`config.mk`:
```
export PLATFORM = sky130hd
export DESIGN_NAME = trg_vec_cell
export DESIGN_NICKNAME = d
export VERILOG_FILES = /design/src/rtl/trg_pkg.sv /design/src/rtl/trg_vec_cell.sv
export SDC_FILE = /design/constraint.sdc
export NUM_CORES = 1
export LEC_CHECK = 0
export BUFFER_PORTS_ARGS = -buffer_cell sky130_fd_sc_hd__buf_4
export CAP_MARGIN = 20
export CORE_MARGIN = 3
export CORE_UTILIZATION = 48
export DETAILED_ROUTE_END_ITERATION = 8
export GPL_TIMING_DRIVEN = 0
export PLACE_DENSITY = 0.76
export RECOVER_POWER = 100
export SLEW_MARGIN = 15
export SYNTH_ARGS = -nofsm -noshare
export SYNTH_HDL_FRONTEND = slang
export SYNTH_SLANG_ARGS = --single-unit
```
`constraint.sdc`:
```
create_clock -name clk -period 7 [get_ports clk]
set_clock_uncertainty 0.15 [all_clocks]
set_input_delay 1.05 -clock clk [delete_from_list [all_inputs] [get_ports clk]]
set_output_delay 1.05 -clock clk [all_outputs]
set_load 0.005 [all_outputs]
```
`src/rtl/trg_pkg.sv`:
```
// Shared widths, constants, CORDIC angle table and item side-band types.
package trg_pkg;

  localparam int XW = 20;
  localparam int ZW = 32;
  localparam int VW = 56;
  localparam int VZW = 34;
  localparam int CORDIC_STEPS_DEF = 16;

  localparam logic signed [XW-1:0] CORDIC_GAIN = 20'sd39797;
  localparam logic signed [33:0] FULL_E7 = 34'sd3600000000;
  localparam logic signed [33:0] HALF_E7 = 34'sd1800000000;
  localparam logic signed [33:0] QUARTER_E7 = 34'sd900000000;
  localparam logic signed [ZW-1:0] CD_TO_E7 = 32'sd100000;
  localparam logic [28:0] BRG_RECIP = 29'd351843720;
  localparam int BRG_SHIFT = 40;

  typedef struct packed {
    logic signed [ZW-1:0] z;
    logic                 neg;
  } fold_t;

  typedef struct packed {
    logic [15:0] tag;
    logic [15:0] hdg;
    logic [15:0] tcrs;
    logic [15:0] ocrs;
    logic [13:0] tspd;
    logic [13:0] ospd;
    logic [2:0]  neg;
    logic        zero;
  } sb1_t;

  typedef struct packed {
    logic [15:0] tag;
    logic [15:0] hdg;
    logic [15:0] brg;
    logic [15:0] asp;
    logic [13:0] tspd;
    logic [13:0] ospd;
    logic [1:0]  neg;
  } sb2_t;

  function automatic logic [31:0] atan_e7(input int i);
    logic [31:0] r;
    case (i)
      0: r = 32'd450000000;   1: r = 32'd265650512;   2: r = 32'd140362435;
      3: r = 32'd71250163;    4: r = 32'd35763344;    5: r = 32'd17899106;
      6: r = 32'd8951737;     7: r = 32'd4476142;     8: r = 32'd2238105;
      9: r = 32'd1119057;    10: r = 32'd559529;     11: r = 32'd279765;
      12: r = 32'd139882;    13: r = 32'd69941;      14: r = 32'd34971;
      15: r = 32'd17485;     16: r = 32'd8743;       17: r = 32'd4371;
      18: r = 32'd2186;      19: r = 32'd1093;       20: r = 32'd546;
      21: r = 32'd273;       22: r = 32'd137;        23: r = 32'd68;
      24: r = 32'd34;        25: r = 32'd17;         26: r = 32'd9;
      27: r = 32'd4;         28: r = 32'd2;          29: r = 32'd1;
      30: r = 32'd1;
      default: r = 32'd0;
    endcase
    return r;
  endfunction

  // Reduce an angle in 1e-7 degree to [-90,90] with a sign flip flag.
  function automatic fold_t fold_e7(input logic signed [33:0] v);
    logic signed [33:0] a;
    fold_t f;
    a = v;
    f.neg = 1'b0;
    if (a < 0) a = a + FULL_E7;
    if (a < 0) a = a + FULL_E7;
    if (a >= FULL_E7) a = a - FULL_E7;
    if (a > HALF_E7) a = a - FULL_E7;
    if (a > QUARTER_E7) begin
      a = a - HALF_E7;
      f.neg = 1'b1;
    end else if (a < -QUARTER_E7) begin
      a = a + HALF_E7;
      f.neg = 1'b1;
    end
    f.z = ZW'(a);
    return f;
  endfunction

endpackage

```
`src/rtl/trg_vec_cell.sv`:
```
// One vectoring-mode CORDIC step with its stage register.
module trg_vec_cell import trg_pkg::*; #(
  parameter int STEP = 0
) (
  input  logic                  clk,
  input  logic                  en,
  input  logic signed [VW-1:0]  x_i,
  input  logic signed [VW-1:0]  y_i,
  input  logic signed [VZW-1:0] z_i,
  output logic signed [VW-1:0]  x_o,
  output logic signed [VW-1:0]  y_o,
  output logic signed [VZW-1:0] z_o
);
  localparam logic signed [VZW-1:0] ANG = VZW'(atan_e7(STEP));

  logic signed [VW-1:0]  x_r, y_r;
  logic signed [VZW-1:0] z_r;

  always_ff @(posedge clk) begin
    if (en) begin
      if (y_i >= 0) begin
        x_r <= x_i + (y_i >>> STEP);
        y_r <= y_i - (x_i >>> STEP);
        z_r <= z_i + ANG;
      end else begin
        x_r <= x_i - (y_i >>> STEP);
        y_r <= y_i + (x_i >>> STEP);
        z_r <= z_i - ANG;
      end
    end
  end

  assign x_o = x_r;
  assign y_o = y_r;
  assign z_o = z_r;
endmodule

```
==> results.sh, run 1 <==
export IMPL_fin_nets=2604
export IMPL_portBuffers=288
export IMPL_initialDrtViolationCount=1945
export IMPL_yosysMostFrequentCell="a21oi_1"
export IMPL_fillers=3057
export IMPL_critPathKind="primary input to flip-flop"
export IMPL_cts_setup_buffers=0
export IMPL_grt_pass1_vias=16178
export IMPL_core_area_sq_um=32700
export IMPL_min_delay_start="z_i[5]"
export IMPL_powerDensity_nw_per_um2=189
export IMPL_synth_compound_area_share_pct=28.3
export IMPL_cts_tree="done"
export IMPL_detail_route_antenna_nets=0
export IMPL_switching_share_pct=37.8
export IMPL_grt_start_max_net_pins=100
export IMPL_power_switching_mw=1.37
export IMPL_place_congestion=1.03
export IMPL_period_share_pct=93.2
export IMPL_post_place_ws_ns=-0.297
export IMPL_drc=0
export IMPL_rsz0062_at_grt="no"
export IMPL_clock_root_buffer="clkbuf_16"
export IMPL_antenna_found_initial=2
export IMPL_place_hpwl_um=50600
export IMPL_max_freq_mhz=153
export IMPL_worstPathRequired_ns=7.06
export IMPL_worstHoldPathCells=1
export IMPL_yosys_warnings=0
export IMPL_die_area_sq_um=35600
export IMPL_combPwrFrac_pct=41.4
export IMPL_arrival_ns=6.59
export IMPL_die_y_um=189
export IMPL_wl_per_cell_um=23.3
export IMPL_pwr_share_clk_pct=25.7
export IMPL_outcome="finished, violations left"
export IMPL_synth_edff_count=145
export IMPL_ioPinCount=294
export IMPL_grt_pass1_wl_um=94500
export IMPL_cts_clk_slew_worst_paths_ns=0.07
export IMPL_period_minus_slack_ns=6.53
export IMPL_cts_num_sinks=145
export IMPL_final_hold_viol_count=0
export IMPL_crit_path_max_fanout=10
export IMPL_drt_first_pass_iters=6
export IMPL_p_seq_share_pct=33.0
export IMPL_totalWireLength_um=63600
export IMPL_synth_top_family_by_area="compound AO/OA/AOI/OAI gates"
export IMPL_via_count=17100
export IMPL_synthAdderAreaFrac_pct=14.3
export IMPL_crit_start="y_i[55]"
export IMPL_min_path_type="primary input to flip-flop"
export IMPL_total_power_mw=3.62
export IMPL_routed_via_density=6.25
export IMPL_yosys_area_share_simple_pct=14.7
export IMPL_ys_top_cells_by_count="262 x a21oi_1, 176 x ha_1, 176 x nor2_1"
export IMPL_setup_ws_ns=0.473
export IMPL_chipWidth_um=189
export IMPL_numCtsBuffers=17
export IMPL_initial_core_util_pct=48.9
export IMPL_drive_gt1_share_pct=14.6
export IMPL_synthCells=1962
export IMPL_synthMuxAreaShare_pct=1.19
export IMPL_finish_instance_area_sq_um=19100
export IMPL_yosysTopAreaCell="edfxtp_1"
export IMPL_slew_viol_final=148
export IMPL_synthFlopType="edfxtp_1"
export IMPL_p_int_mw=2.25
export IMPL_worst_pin_slew_ns=2.65
export IMPL_overflow=0
export IMPL_violations="capacitance limit, slew limit"
export IMPL_yosys_area_top_type_share_pct=27.2
export IMPL_max_clock_path_buffers=2
export IMPL_async_flop_share_pct=0
export IMPL_placed_area_sq_um=18800
export IMPL_p_leak_nw=8.07
export IMPL_syn_area_per_cell_sq_um=8.16
export IMPL_std_cell_rows=66
export IMPL_ys_seq_elements=145
export IMPL_setup_viol=0
export IMPL_track_usage_pct=34.2
export IMPL_startpoint_type="primary input"
export IMPL_syn_to_final_growth_pct=19.6
export IMPL_relSlewSlack_pct=-76.5
export IMPL_synth_xor_xnor_area_share_pct=7.61
export IMPL_min_to="z_o[5]"
export IMPL_peakVddDrop_uv=193
export IMPL_synth_cell_type_count=94
export IMPL_ys_seq_area_share_pct=27.2
export IMPL_syn_num_nets=2289
export IMPL_netlist_top_cells_area="edfxtp_1 27%, ha_1 14%, a21oi_1 8.2%"
export IMPL_netlist_area_sq_um=16000
export IMPL_cap_viol_max_count=2
export IMPL_worst_setup_path_end_kind="flip-flop"
export IMPL_h_tree_depth=4
area by class of cell:
class / instances / area (sq um) / share of cell area [%]
Tap cell: 442 / 553 / 2.89
Sequential cell: 145 / 4350 / 22.7
Clock inverter: 14 / 140 / 0.732
Timing Repair Buffer: 296 / 2060 / 10.8
Antenna cell: 2 / 5.00 / 0.0261
Buffer: 96 / 385 / 2.01
Clock buffer: 18 / 429 / 2.24
Inverter: 181 / 679 / 3.55
Multi-Input combinational cell: 1540 / 10500 / 55.0
logic make-up (layout without fill, tap and decap cells):
group | Yosys count | after routing
other cells | 0 | 2
xor+xnor | 139 | 139
simple gates | 488 | 488
compound gates | 712 | 712
flops | 145 | 145
mux | 19 | 19
fa+ha+maj | 182 | 182
buf+inv | 277 | 605
stage by stage:
step,cells,hold WS (ns),utilization (%),setup TNS (ns)
2_1_floorplan,1962,0.999,-,0
3_5_place_dp,2697,1.08,57.5,-0.662
6_report,2734,0.646,58.5,0
3_3_place_gp,2692,1.08,57.2,-0.831
5_1_grt,2732,0.636,58.5,0
4_1_cts,2729,0.610,59.3,0
critical path, cell delays in order:
cell	delay, ns
buf_4	0.11
buf_2	0.24
clkbuf_1	0.41
clkbuf_1	0.47
clkbuf_2	0.42
clkbuf_1	0.56
clkbuf_1	0.44
buf_6	0.26
xor2_1	0.18
ha_1	0.24
a21o_1	0.15
a21oi_1	0.06
o21ai_0	0.31
a31o_2	0.25
a221oi_1	0.11
o311ai_1	0.49
nand3_1	0.16
a21oi_1	0.29
mux2i_1	0.26
xnor2_1	0.09
metal layers:
metal	global-route usage, %	part of all wire (%)
met4	17.1	5.1
met1	44.8	41
met5	0	0.014
met2	53.8	44
met3	6.94	9.8
worst max-delay path by stage:
stage	end	slack (ns)	cells past startpoint
after global placement	z_o[31]	-0.33	19
after detailed placement	z_o[31]	-0.30	19
after global routing	z_o[31]	0.24	20
after floorplan	z_o[33]	1.66	18
final	z_o[31]	0.47	20
after CTS	z_o[31]	0.15	19
registers in the layout (all words and copies together), names as in the netlist:
name	count
z_o	34
y_o	55
x_o	56
power groups by stage:
stage,registers [mW],clock network (mW),logic [mW]
after floorplan,1.22,0,0.825
after global placement,1.21,0,1.48
after detailed placement,1.21,0,1.50
after CTS,1.19,0.930,1.51
after global routing,1.21,0.960,1.60
final,1.19,0.929,1.50
cells in the final DEF, fill, tap and decap left out, drive strengths merged, types with 12 or more instances in the layout:
master,instances
a31oi,16
xnor2,121
or3,14
nand2b,25
nor2b,20
o221ai,12
a221oi,13
a211oi,29
nor2,178
a21oi,265
clkbuf,257
o21bai,46
nor4,19
buf,153
edfxtp,145
nor3,36
a21o,43
a2111oi,13
nand3,28
o21a,15
nand2,104
ha,176
nand4,23
o21ai,150
xor2,18
mux2i,19
inv,175
o211ai,15
o31ai,20
clkinv,14
what timing repair did:
item	in CTS	in global routing
resized for setup	0	2
endpoints found under the setup margin	0	1
hold buffers	0	0
(Power assumes the default switching activity.)
==> run 2, diff against run 1 <==
--- a/config.mk
+++ b/config.mk
@@ -8,10 +8,10 @@
 export BUFFER_PORTS_ARGS = -buffer_cell sky130_fd_sc_hd__buf_4
 export CAP_MARGIN = 20
 export CORE_MARGIN = 3
-export CORE_UTILIZATION = 48
+export CORE_UTILIZATION = 58
 export DETAILED_ROUTE_END_ITERATION = 8
 export GPL_TIMING_DRIVEN = 0
-export PLACE_DENSITY = 0.76
+export PLACE_DENSITY = 0.89
 export RECOVER_POWER = 100
 export SLEW_MARGIN = 15
 export SYNTH_ARGS = -nofsm -noshare
==> run 2 against run 1 <==
  * The flow finishes with violations (DRC, capacitance limit, slew limit)
  * Cell count down 3.8%
  * Count of clock-buffer cells in the layout down 1
  * Sequential power about the same
  * Clock power up 6.1%
  * Sequential share of layout area up 0.20 points
  * Non-clock buffer count down 5
  * Cell area down 0.87%
  * Core utilization up 12 points
  * First-iteration DRC count up 61%
  * Critical path depth down 1
  * Largest cell class unchanged
==> results.sh, run 2 (synthesis gave the netlist of run 1 again) <==
export IMPL_detail_route_antenna_nets=0
export IMPL_grt_pass1_wl_um=96000
export IMPL_peakVddDrop_uv=130
export IMPL_initialDrtViolationCount=3131
export IMPL_h_tree_depth=4
export IMPL_crit_path_max_fanout=10
export IMPL_critPathKind="primary input to flip-flop"
export IMPL_fillers=2154
export IMPL_drive_gt1_share_pct=14.3
export IMPL_die_area_sq_um=29600
export IMPL_arrival_ns=6.68
export IMPL_post_place_ws_ns=-0.313
export IMPL_cts_tree="done"
export IMPL_whs_ns=0.653
export IMPL_final_hold_viol_count=0
export IMPL_totalWireLength_um=64500
export IMPL_wl_per_cell_um=24.5
export IMPL_grt_start_max_net_pins=96
export IMPL_largest_reg_flops=56
export IMPL_startpoint_type="primary input"
export IMPL_cts_num_sinks=145
export IMPL_period_share_pct=94.9
export IMPL_placed_area_sq_um=18600
export IMPL_numCtsBuffers=17
export IMPL_final_common_cell="a21oi_1"
export IMPL_place_inst=2593
export IMPL_mostFrequentLayoutCells="262 x a21oi_1, 176 x nor2_1, 176 x ha_1, 173 x inv_1, 150 x o21ai_0"
export IMPL_std_cell_rows=60
export IMPL_die_y_um=172
export IMPL_worst_setup_path_end_kind="flip-flop"
export IMPL_cap_viol_max_count=3
export IMPL_clock_root_buffer="clkbuf_16"
export IMPL_ioPinCount=294
export IMPL_track_usage_pct=41.8
export IMPL_setup_ws_ns=0.355
export IMPL_worst_pin_slew_ns=2.79
export IMPL_finish_instance_area_sq_um=19000
export IMPL_outcome="finished, violations left"
export IMPL_antenna_found_initial=4
export IMPL_grt_pass1_vias=16888
export IMPL_min_path_type="primary input to flip-flop"
export IMPL_routed_via_density=6.75
export IMPL_cts_clk_slew_worst_paths_ns=0.08
export IMPL_syn_to_final_growth_pct=18.6
export IMPL_violations="DRC, capacitance limit, slew limit"
export IMPL_place_congestion=1.06
export IMPL_place_hpwl_um=50500
export IMPL_cts_setup_buffers=0
export IMPL_setup_tns_ns=0
export IMPL_portBuffers=288
export IMPL_stdcell_count=2630
export IMPL_chipWidth_um=172
export IMPL_fin_nets=2599
export IMPL_max_clock_path_buffers=2
export IMPL_slew_viol_final=154
export IMPL_drt_first_pass_iters=9
export IMPL_period_minus_slack_ns=6.64
export IMPL_drc=7
export IMPL_powerDensity_nw_per_um2=195
export IMPL_overflow=0
export IMPL_core_area_sq_um=27000
export IMPL_ctsHoldBuffers=0
export IMPL_p_leak_nw=8.06
export IMPL_rsz0062_at_grt="no"
export IMPL_setup_viol=0
export IMPL_relSlewSlack_pct=-85.8
export IMPL_initial_core_util_pct=59.2
export IMPL_via_count=17742
export IMPL_worstPathRequired_ns=7.04
export IMPL_max_freq_mhz=150
run 2: cell types whose count changed in the layout (fill, tap and decap cells not counted), moves of 2 or more:
cell        delta
buf_6          -3
clkbuf_1       +2
clkbuf_4       -7
clkinv_2       -4
clkinvlp_4     -4
diode_2        +2
inv_6          +2
inv_8          +7
run 2: cell type report:
type	instances	area [sq um]	area share, %
plain buffers	96	390	2.06
well taps	341	427	2.25
diodes	4	10.0	0.0527
repair buffers	291	2010	10.6
clock inverters	15	165	0.870
clock buffers	17	425	2.24
inverters	181	679	3.58
multi-input cells	1540	10500	55.4
flip-flops and latches	145	4350	22.9
run 2: worst max-delay path, cell delays in order:
cell and delay [ns]:
buf_4 0.11, buf_2 0.25, clkbuf_1 0.43, clkbuf_1 0.44, clkbuf_2 0.40, clkbuf_1 0.53
clkbuf_2 0.57, xor2_1 0.21, ha_1 0.27, a21o_1 0.21, a21oi_1 0.09, o21ai_0 0.39
a31o_2 0.26, a221oi_1 0.12, o311ai_1 0.45, nand3_1 0.17, a21oi_1 0.30, mux2i_1 0.30
xnor2_1 0.10
run 2: stage by stage:
stage          total power [mW]  util (%)
4_1_cts                    3.68      71.2
2_1_floorplan              2.05         -
6_report                   3.69      70.2
3_5_place_dp               2.71      69.0
5_1_grt                    3.83      70.2
3_3_place_gp               2.67      68.8
run 2: power by group:
group          switching [mW]  total (mW)  internal [mW]
clock                   0.474       0.986          0.512
sequential             0.0453        1.20           1.15
combinational           0.934        1.51          0.576
run 2: path summary, 6_finish.rpt:
kind | slack (ns) | startpoint | cells past startpoint | end
setup / recovery | 0.36 | y_i[55] | 19 | z_o[31]
hold / removal | 0.65 | z_i[1] | 1 | z_o[1]
run 2: repair_timing:
action,in CTS,in global routing
setup endpoints to repair,0,4
resized for setup,0,5
hold endpoints to repair,0,0
run 2: layer usage:
layer | vias up | global-route usage, % | share of wire [%]
met4 | 0 | 21.8 | 5.8
met5 | - | 0 | 0
met2 | 1436 | 66.6 | 45
met3 | 288 | 10.4 | 13
met1 | 8285 | 52.6 | 36
li1 | 7733 | - | -
