===== src/rtl/trg_pkg.sv =====
// Shared widths, constants, CORDIC angle table and item side-band types.
package trg_pkg;

  localparam int XW = 20;
  localparam int ZW = 32;
  localparam int VW = 56;
  localparam int VZW = 34;
  localparam int CORDIC_STEPS_DEF = 16;

  localparam logic signed [XW-1:0] CORDIC_GAIN = 20'sd39797;
  localparam logic signed [33:0] FULL_E7 = 34'sd3600000000;
  localparam logic signed [33:0] HALF_E7 = 34'sd1800000000;
  localparam logic signed [33:0] QUARTER_E7 = 34'sd900000000;
  localparam logic signed [ZW-1:0] CD_TO_E7 = 32'sd100000;
  localparam logic [28:0] BRG_RECIP = 29'd351843720;
  localparam int BRG_SHIFT = 40;

  typedef struct packed {
    logic signed [ZW-1:0] z;
    logic                 neg;
  } fold_t;

  typedef struct packed {
    logic [15:0] tag;
    logic [15:0] hdg;
    logic [15:0] tcrs;
    logic [15:0] ocrs;
    logic [13:0] tspd;
    logic [13:0] ospd;
    logic [2:0]  neg;
    logic        zero;
  } sb1_t;

  typedef struct packed {
    logic [15:0] tag;
    logic [15:0] hdg;
    logic [15:0] brg;
    logic [15:0] asp;
    logic [13:0] tspd;
    logic [13:0] ospd;
    logic [1:0]  neg;
  } sb2_t;

  function automatic logic [31:0] atan_e7(input int i);
    logic [31:0] r;
    case (i)
      0: r = 32'd450000000;   1: r = 32'd265650512;   2: r = 32'd140362435;
      3: r = 32'd71250163;    4: r = 32'd35763344;    5: r = 32'd17899106;
      6: r = 32'd8951737;     7: r = 32'd4476142;     8: r = 32'd2238105;
      9: r = 32'd1119057;    10: r = 32'd559529;     11: r = 32'd279765;
      12: r = 32'd139882;    13: r = 32'd69941;      14: r = 32'd34971;
      15: r = 32'd17485;     16: r = 32'd8743;       17: r = 32'd4371;
      18: r = 32'd2186;      19: r = 32'd1093;       20: r = 32'd546;
      21: r = 32'd273;       22: r = 32'd137;        23: r = 32'd68;
      24: r = 32'd34;        25: r = 32'd17;         26: r = 32'd9;
      27: r = 32'd4;         28: r = 32'd2;          29: r = 32'd1;
      30: r = 32'd1;
      default: r = 32'd0;
    endcase
    return r;
  endfunction

  // Reduce an angle in 1e-7 degree to [-90,90] with a sign flip flag.
  function automatic fold_t fold_e7(input logic signed [33:0] v);
    logic signed [33:0] a;
    fold_t f;
    a = v;
    f.neg = 1'b0;
    if (a < 0) a = a + FULL_E7;
    if (a < 0) a = a + FULL_E7;
    if (a >= FULL_E7) a = a - FULL_E7;
    if (a > HALF_E7) a = a - FULL_E7;
    if (a > QUARTER_E7) begin
      a = a - HALF_E7;
      f.neg = 1'b1;
    end else if (a < -QUARTER_E7) begin
      a = a + HALF_E7;
      f.neg = 1'b1;
    end
    f.z = ZW'(a);
    return f;
  endfunction

endpackage


===== src/rtl/trg_rot_cell.sv =====
// One rotation-mode CORDIC step with its stage register.
module trg_rot_cell import trg_pkg::*; #(
  parameter int STEP = 0
) (
  input  logic                 clk,
  input  logic                 en,
  input  logic signed [XW-1:0] x_i,
  input  logic signed [XW-1:0] y_i,
  input  logic signed [ZW-1:0] z_i,
  output logic signed [XW-1:0] x_o,
  output logic signed [XW-1:0] y_o,
  output logic signed [ZW-1:0] z_o
);
  localparam logic signed [ZW-1:0] ANG = ZW'(atan_e7(STEP));

  logic signed [XW-1:0] x_r, y_r;
  logic signed [ZW-1:0] z_r;

  always_ff @(posedge clk) begin
    if (en) begin
      if (z_i >= 0) begin
        x_r <= x_i - (y_i >>> STEP);
        y_r <= y_i + (x_i >>> STEP);
        z_r <= z_i - ANG;
      end else begin
        x_r <= x_i + (y_i >>> STEP);
        y_r <= y_i - (x_i >>> STEP);
        z_r <= z_i + ANG;
      end
    end
  end

  assign x_o = x_r;
  assign y_o = y_r;
  assign z_o = z_r;
endmodule


===== config.mk =====
export PLATFORM = sky130hd
export DESIGN_NAME = trg_rot_cell
export DESIGN_NICKNAME = d
export VERILOG_FILES = /design/src/rtl/trg_pkg.sv /design/src/rtl/trg_rot_cell.sv
export SDC_FILE = /design/constraint.sdc
export NUM_CORES = 1
export LEC_CHECK = 0
export BUFFER_PORTS_ARGS = -buffer_cell sky130_fd_sc_hd__buf_2
export CORE_MARGIN = 3
export CORE_UTILIZATION = 45
export CTS_CLUSTER_DIAMETER = 120
export DETAILED_ROUTE_END_ITERATION = 10
export GPL_ROUTABILITY_DRIVEN = 1
export GPL_TIMING_DRIVEN = 0
export PLACE_DENSITY = 0.69
export SETUP_SLACK_MARGIN = 0.2
export SYNTH_ARGS = -nofsm -noshare
export SYNTH_HDL_FRONTEND = slang
export SYNTH_SLANG_ARGS = --single-unit

===== constraint.sdc =====
create_clock -name clk -period 4.4 [get_ports clk]
set_clock_uncertainty 0.15 [all_clocks]
set_input_delay 0.22 -clock clk [delete_from_list [all_inputs] [get_ports clk]]
set_output_delay 0.22 -clock clk [all_outputs]
set_load 0.005 [all_outputs]

==> flow_metrics.env, run 1 <==
export IMPL_path_max_fanout=21
export IMPL_grt_pass1_vias=5277
export IMPL_hold_path_startpoint="z_i[7]"
export IMPL_worstSetupPathType="in2reg"
export IMPL_cts_clk_slew_worst_paths_ns=0.06
export IMPL_grt_first_pass_wirelength_um=26790
export IMPL_synthesis_nets=844
export IMPL_critical_path_max_stage_delay_ns=0.94
export IMPL_tightest_pin_transition_ns=1.229
export IMPL_hold_viol=0
export IMPL_layout_setup_ws_ns=0.7195
export IMPL_wl_um=16440
export IMPL_slew_viol_final=0
export IMPL_layout_min_cycle_time_ns=3.680
export IMPL_synthDistinctLibCells=75
export IMPL_synth_top_flop_cell="edfxtp_1"
export IMPL_outcome="complete, no violations"
export IMPL_avgSynthCellArea_um2=9.311
export IMPL_floorplan_die_width_um=125.1
export IMPL_dpl_cell_count=1006
export IMPL_clock_tree_root_cell="clkbuf_16"
export IMPL_placementRows=42
export IMPL_die_height_um=125.1
export IMPL_portBuffers=144
export IMPL_post_cts_setup_buffer_count=0
export IMPL_boundaryPins=146
export IMPL_largest_net_degree_at_the_start_of_global_routing=72
export IMPL_max_vdd_ir_drop_mv=0.1568
export IMPL_dr_wl_met2_um=7773
export IMPL_max_slew_margin_rel_pct=18.09
export IMPL_setup_viol=0
export IMPL_gr_total_overflow=0
export IMPL_synth_enable_flop_cells=71
export IMPL_synthesis_yosys_warnings=0
export IMPL_place_ws_ns=0.3902
export IMPL_layout_area_overhead_vs_synth_pct=21.14
export IMPL_clock_sinks=71
export IMPL_critPathSlowestCell="clkbuf_1"
export IMPL_min_delay_path_depth=2
export IMPL_finalWeightedCongestion=0.9552
export IMPL_cap_viol_max_count=0
export IMPL_grt_usage_pct=20.70
export IMPL_cts_repair_resized=0
export IMPL_layout_cells_non_filler=1029
export IMPL_final_layout_setup_total_negative_slack_ns=0
export IMPL_cts_hold_fix_buffers=7
export IMPL_hold_path_endpoint="z_o[7]"
export IMPL_synthesis_instances=686
export IMPL_dpl_instance_area_mm2=0.007331
export IMPL_hpwlAfterDp_um=13000
export IMPL_critical_path_endpoint_type="flip-flop"
export IMPL_total_power_uw=2550
export IMPL_drt_met1_wl_um=7323
export IMPL_ys_ff_latch=71
export IMPL_cp_data_required_time_ns=4.33
export IMPL_synth_largest_area_cell="edfxtp_1"
export IMPL_synth_async_reset_ratio_pct=0
export IMPL_num_nets_final=1006
export IMPL_initial_core_util_pct=47.11
export IMPL_clock_tree_htree_level_count=3
export IMPL_antennaDiodeCount=0
export IMPL_syn_area_mm2=0.006387
export IMPL_hold_class="in2reg"
export IMPL_leakage_uw=0.003501
export IMPL_leading_post_synthesis_cells_by_cell_area="edfxtp_1, ha_1, xnor2_1, a21oi_1, inv_1"
export IMPL_worst_ep_arrival_time_ns=3.61
export IMPL_yosysTopAreaCellShare_pct=33.38
export IMPL_timing_final_crit_share_pct=83.65
export IMPL_tritoncts="yes"
export IMPL_drt_first_pass_iters=5
export IMPL_fp_dieArea_mm2=0.01566
export IMPL_detailedRoute_firstIterationViolations=525
export IMPL_core_region_area_mm2=0.01356
export IMPL_numCtsBuffers=9
export IMPL_antenna_found_initial=0
export IMPL_timing_fmax_mhz=271.7
export IMPL_postRouteAntennaNets=0
export IMPL_synth_seq_area_share_pct=33.38
export IMPL_vias_per_cell=5.488
export IMPL_p_per_area_mw_per_mm2=329.6
export IMPL_critical_path_cell_chain="clkbuf_1 > inv_1 > clkbuf_1 > ha_1 > nor2b_1 > o31ai_4 > a211oi_2 > o21a_1 > a21oi_1 > o221ai_1 > a21oi_1 > xnor2_1"
export IMPL_unrepaired_setup_endpoints_after_global_routing="false"
export IMPL_drive_gt1_share_pct=22.86
export IMPL_synthMostInstantiatedCell="ha_1"
export IMPL_met3_wirelength_from_detailed_routing_um=1080
export IMPL_yosys_top_cells_count="ha_1, edfxtp_1, inv_1, a21oi_1, nor2_1"
export IMPL_detailroute_via_count=5647
export IMPL_setup_worst_path_start_class="input port"
export IMPL_wire_per_inst_um=15.98
export IMPL_finish_instance_area_mm2=0.007737
export IMPL_top_layer="met4"
export IMPL_clk_path_buf_depth=2
export IMPL_drcViolationCount=0
-- power breakdown --
part | switching (uW) | internal (uW)
combinational | 470 | 351
clock | 269 | 549
sequential | 24.7 | 887
-- sequential cells by signal, summed over array words and instances (netlist names) --
| register | count |
|---|---|
| z_o | 32 |
| y_o | 20 |
| x_o | 19 |
-- worst max-delay path, delay by kind of cell --
kind	cells	cell delay, ns
xor gates and xnor gates	1	0.09
and+or+nand+nor	1	0.18
buffers and inverters	3	1.43
adders and majority gates	1	0.45
AOI/OAI and AO/OA	6	1.23
-- cell usage in the layout, fill, tap and decap left out, types with 5 or more instances in the layout --
cell,synthesis,layout
buf_2,9,152
ha_1,80,80
edfxtp_1,71,71
inv_1,65,65
a21oi_1,60,60
nor2_1,55,55
xnor2_1,45,45
nand2_1,31,31
o21ai_0,30,30
a21o_1,20,20
o21ai_1,18,18
nor3_1,15,15
clkbuf_1,13,13
nor2b_1,12,12
nand3_1,10,10
o21bai_1,9,9
clkbuf_16,0,9
xor2_1,8,8
a31oi_1,8,8
mux2i_1,8,8
a211oi_1,7,7
o21a_1,7,7
dlygate4sd3_1,0,7
nand4_1,6,6
nand2b_1,5,5
o211ai_1,5,5
and3_1,5,5
-- cell families after synthesis --
group | after synthesis | synth area share (%)
and+or+nand+nor | 156 | 11.85
AOI/OAI and AO/OA | 218 | 23.15
buffers and inverters | 96 | 6.170
DFF | 71 | 33.38
xor gates and xnor gates | 53 | 7.267
muxes | 8 | 1.254
adders and majority gates | 84 | 16.92
-- cell type report --
type                    instances  area (um^2)
fillers                      1260         5821
multi-input cells             519         3861
flip-flops and latches         71         2132
repair buffers                151        793.3
inverters                      70        262.8
clock buffers                   9        225.2
well taps                     176        220.2
plain buffers                  26        131.4
clock inverters                 7        111.4
-- how the worst max path moves through the flow --
stage | start | end | slack [ns] | depth (start not counted)
2_1_floorplan | z_i[31] | z_o[30] | 1.28 | 11
3_3_place_gp | z_i[31] | z_o[29] | 0.38 | 12
3_5_place_dp | z_i[31] | z_o[29] | 0.39 | 12
4_1_cts | z_i[31] | z_o[29] | 0.74 | 12
5_1_grt | z_i[31] | z_o[29] | 0.39 | 12
6_report | z_i[31] | z_o[29] | 0.72 | 12
-- stage by stage --
step,utilization (%),hold WS (ns)
after floorplan,-,0.1689
after global placement,54.05,0.2464
after detailed placement,54.07,0.2488
after CTS,57.07,0.06334
after global routing,57.07,0.07445
final,57.07,0.08374
-- routing by layer --
metal | up-vias | GRT usage [%]
met1 | 2592 | 28.49
met5 | - | 0
met2 | 221 | 33.79
li1 | 2814 | -
met3 | 20 | 3.497
met4 | 0 | 5.931
Power figures use the tool's default switching activity.
==> run 2, diff against run 1 <==
--- a/config.mk
+++ b/config.mk
@@ -5,6 +5,7 @@
 export SDC_FILE = /design/constraint.sdc
 export NUM_CORES = 1
 export LEC_CHECK = 0
+export ABC_AREA = 1
 export BUFFER_PORTS_ARGS = -buffer_cell sky130_fd_sc_hd__buf_2
 export CORE_MARGIN = 3
 export CORE_UTILIZATION = 45
@@ -12,7 +13,7 @@
 export DETAILED_ROUTE_END_ITERATION = 10
 export GPL_ROUTABILITY_DRIVEN = 1
 export GPL_TIMING_DRIVEN = 0
-export PLACE_DENSITY = 0.69
+export PLACE_DENSITY = 0.68
 export SETUP_SLACK_MARGIN = 0.2
 export SYNTH_ARGS = -nofsm -noshare
 export SYNTH_HDL_FRONTEND = slang
==> constraint.sdc (replaced) <==
create_clock -name clk -period 3.44 [get_ports clk]
set_clock_uncertainty 0.15 [all_clocks]
set_input_delay 0.172 -clock clk [delete_from_list [all_inputs] [get_ports clk]]
set_output_delay 0.172 -clock clk [all_outputs]
set_load 0.005 [all_outputs]
==> flow_metrics.env, run 2 <==
export IMPL_most_common_layout_cells="nand2_1, inv_1, buf_2"
export IMPL_cp_data_required_time_ns=3.37
export IMPL_number_of_flip_flops_in_the_largest_register=32
export IMPL_layout_area_overhead_vs_synth_pct=18.49
export IMPL_wl_um=21040
export IMPL_clock_sinks=71
export IMPL_worst_ep_arrival_time_ns=2.58
export IMPL_clock_tree_root_cell="clkbuf_16"
export IMPL_timing_fmax_mhz=377.2
export IMPL_final_layout_setup_total_negative_slack_ns=0
export IMPL_grt_first_pass_wirelength_um=33310
export IMPL_leading_post_synthesis_cells_by_cell_area="edfxtp_1, nand2_1, ha_1, inv_1, nand3_1"
export IMPL_drt_first_pass_iters=6
export IMPL_numCtsBuffers=9
export IMPL_layout_cells_non_filler=1454
export IMPL_tritoncts="yes"
export IMPL_post_route_util_pct=54.71
export IMPL_synth_enable_flop_cells=71
export IMPL_cp_startpoint="z_i[31]"
export IMPL_hold_viol=0
export IMPL_detailroute_via_count=7386
export IMPL_hpwlAfterDp_um=17070
export IMPL_synthesis_instances=1071
export IMPL_cts_clk_slew_worst_paths_ns=0.06
export IMPL_detailedRoute_firstIterationViolations=456
export IMPL_whs_ns=0.04960
export IMPL_nFillCells=1622
export IMPL_fp_dieArea_mm2=0.01793
export IMPL_synthMostInstantiatedCell="nand2_1"
export IMPL_finish_instance_area_mm2=0.008722
export IMPL_synth_largest_area_cell="edfxtp_1"
export IMPL_clk_path_buf_depth=2
export IMPL_layout_cells_most_common="nand2_1"
export IMPL_hold_class="in2reg"
export IMPL_portBuffers=144
export IMPL_critPathSlowestCell="clkbuf_1"
export IMPL_tightest_pin_transition_ns=0.8961
export IMPL_synth_async_reset_ratio_pct=0
export IMPL_setup_worst_path_start_class="input port"
export IMPL_die_height_um=133.9
export IMPL_setup_viol=0
export IMPL_max_vdd_ir_drop_mv=0.2449
export IMPL_path_max_fanout=12
export IMPL_placementRows=46
export IMPL_antenna_found_initial=0
export IMPL_layout_min_cycle_time_ns=2.651
export IMPL_yosysTopAreaCellShare_pct=28.96
export IMPL_outcome="complete, no violations"
export IMPL_largest_net_degree_at_the_start_of_global_routing=72
export IMPL_cts_repair_resized=0
export IMPL_core_region_area_mm2=0.01594
export IMPL_ys_ff_latch=71
export IMPL_slew_viol_final=0
export IMPL_clock_tree_htree_level_count=3
export IMPL_cts_hold_fix_buffers=7
export IMPL_unrepaired_setup_endpoints_after_global_routing="false"
export IMPL_avgSynthCellArea_um2=6.873
export IMPL_finalWeightedCongestion=0.9318
export IMPL_postRouteAntennaNets=0
export IMPL_post_cts_setup_buffer_count=0
export IMPL_synthesis_nets=1229
export IMPL_timing_final_crit_share_pct=77.06
export IMPL_synth_top_flop_cell="edfxtp_1"
export IMPL_synthesis_yosys_warnings=0
export IMPL_max_slew_margin_rel_pct=40.26
export IMPL_antennaDiodeCount=0
export IMPL_worstSetupPathType="in2reg"
export IMPL_vias_per_cell=5.080
export IMPL_gr_total_overflow=0
export IMPL_leakage_uw=0.004577
export IMPL_synth_seq_area_share_pct=28.96
export IMPL_critical_path_cell_chain="buf_2 > clkbuf_1 > ha_1 > a21oi_1 > nand2_1 > nand2_1 > nand2_1 > nand2_1 > nand2_1 > nand2_1 > nand2_1 > xor2_1"
export IMPL_yosys_top_cells_count="nand2_1, inv_1, nand3_1, a21oi_1, ha_1"
export IMPL_drive_gt1_share_pct=15.67
export IMPL_boundaryPins=146
export IMPL_dpl_instance_area_mm2=0.008354
export IMPL_floorplan_die_width_um=133.9
export IMPL_num_nets_final=1391
export IMPL_cp_endpoint="z_o[23]"
export IMPL_drcViolationCount=0
export IMPL_cap_viol_max_count=0
export IMPL_wire_per_inst_um=14.47
export IMPL_critical_path_max_stage_delay_ns=0.59
export IMPL_synthDistinctLibCells=32
export IMPL_initial_core_util_pct=46.17
export IMPL_dpl_cell_count=1431
export IMPL_p_per_area_mw_per_mm2=374.3
export IMPL_grt_pass1_vias=7052
export IMPL_path_common_cell="nand2_1"
export IMPL_critical_path_endpoint_type="flip-flop"
export IMPL_syn_area_mm2=0.007361
export IMPL_grt_usage_pct=23.19
-- run 2: cell types whose count changed after synthesis, moves of 21 or more --
cell     change
inv_1       +94
xor2_1      +21
nand3_1     +99
a21oi_1     +21
xnor2_1     -40
nand2_1    +296
-- run 2: how the worst min path moves through the flow --
stage                     slack [ns]  cells past startpoint     end  startpoint
after floorplan                 0.12                      0  z_o[0]      z_i[0]
after global placement          0.20                      1  z_o[5]      z_i[5]
after detailed placement        0.20                      1  z_o[6]      z_i[6]
after CTS                       0.04                      2  z_o[7]      z_i[7]
after global routing            0.06                      2  z_o[7]      z_i[7]
final                           0.05                      2  z_o[7]      z_i[7]
-- run 2: worst max-delay path: cells and delay by family --
family | cells | cell delay, ns
buffers and inverters | 2 | 0.84
AND/OR/NAND/NOR | 7 | 0.81
adder cells (fa/ha/maj) | 1 | 0.42
AO/OA/AOI/OAI | 1 | 0.20
XOR/XNOR | 1 | 0.16
-- run 2: final cells by class --
type	instances	area, um^2	area share [%]
multi-input cells	814	4472	51.27
flip-flops and latches	71	2132	24.44
repair buffers	151	793.3	9.095
inverters	161	604.3	6.929
well taps	216	270.3	3.099
clock buffers	9	225.2	2.582
plain buffers	25	152.6	1.750
clock inverters	7	72.57	0.8320
-- run 2: kinds of logic (layout without fill, tap and decap cells) --
group / Yosys count / in the layout / share of synthesized area (%)
buf+inv: 186 / 353 / 10.28
compound gates: 147 / 147 / 10.73
fa+ha+maj: 84 / 84 / 14.69
flops: 71 / 71 / 28.96
xor+xnor: 34 / 34 / 4.045
simple gates: 547 / 547 / 31.02
mux: 2 / 2 / 0.2720
-- run 2: metal layers --
layer | up-vias | part of all wire, % | wire length (um) | GRT usage [%]
li1 | 3819 | - | - | -
met1 | 3306 | 44 | 9295 | 29.52
met2 | 226 | 47 | 9974 | 40.37
met3 | 35 | 6.3 | 1316 | 3.976
met4 | 0 | 2.2 | 456 | 7.029
met5 | - | 0 | 0 | 0
-- run 2: through the flow --
step                worst slack, ns  total power, uW
global route                 0.6165             3472
detailed placement           0.4212             2314
finish                       0.7892             3264
floorplan                     1.128             1903
CTS                          0.7851             3280
global placement             0.4651             2304
-- run 2: power breakdown --
| group | internal, uW | switching [uW] | total [uW] |
|---|---|---|---|
| Sequential | 1110 | 23.7 | 1140 |
| Clock | 563 | 387 | 950 |
| Combinational | 431 | 745 | 1180 |
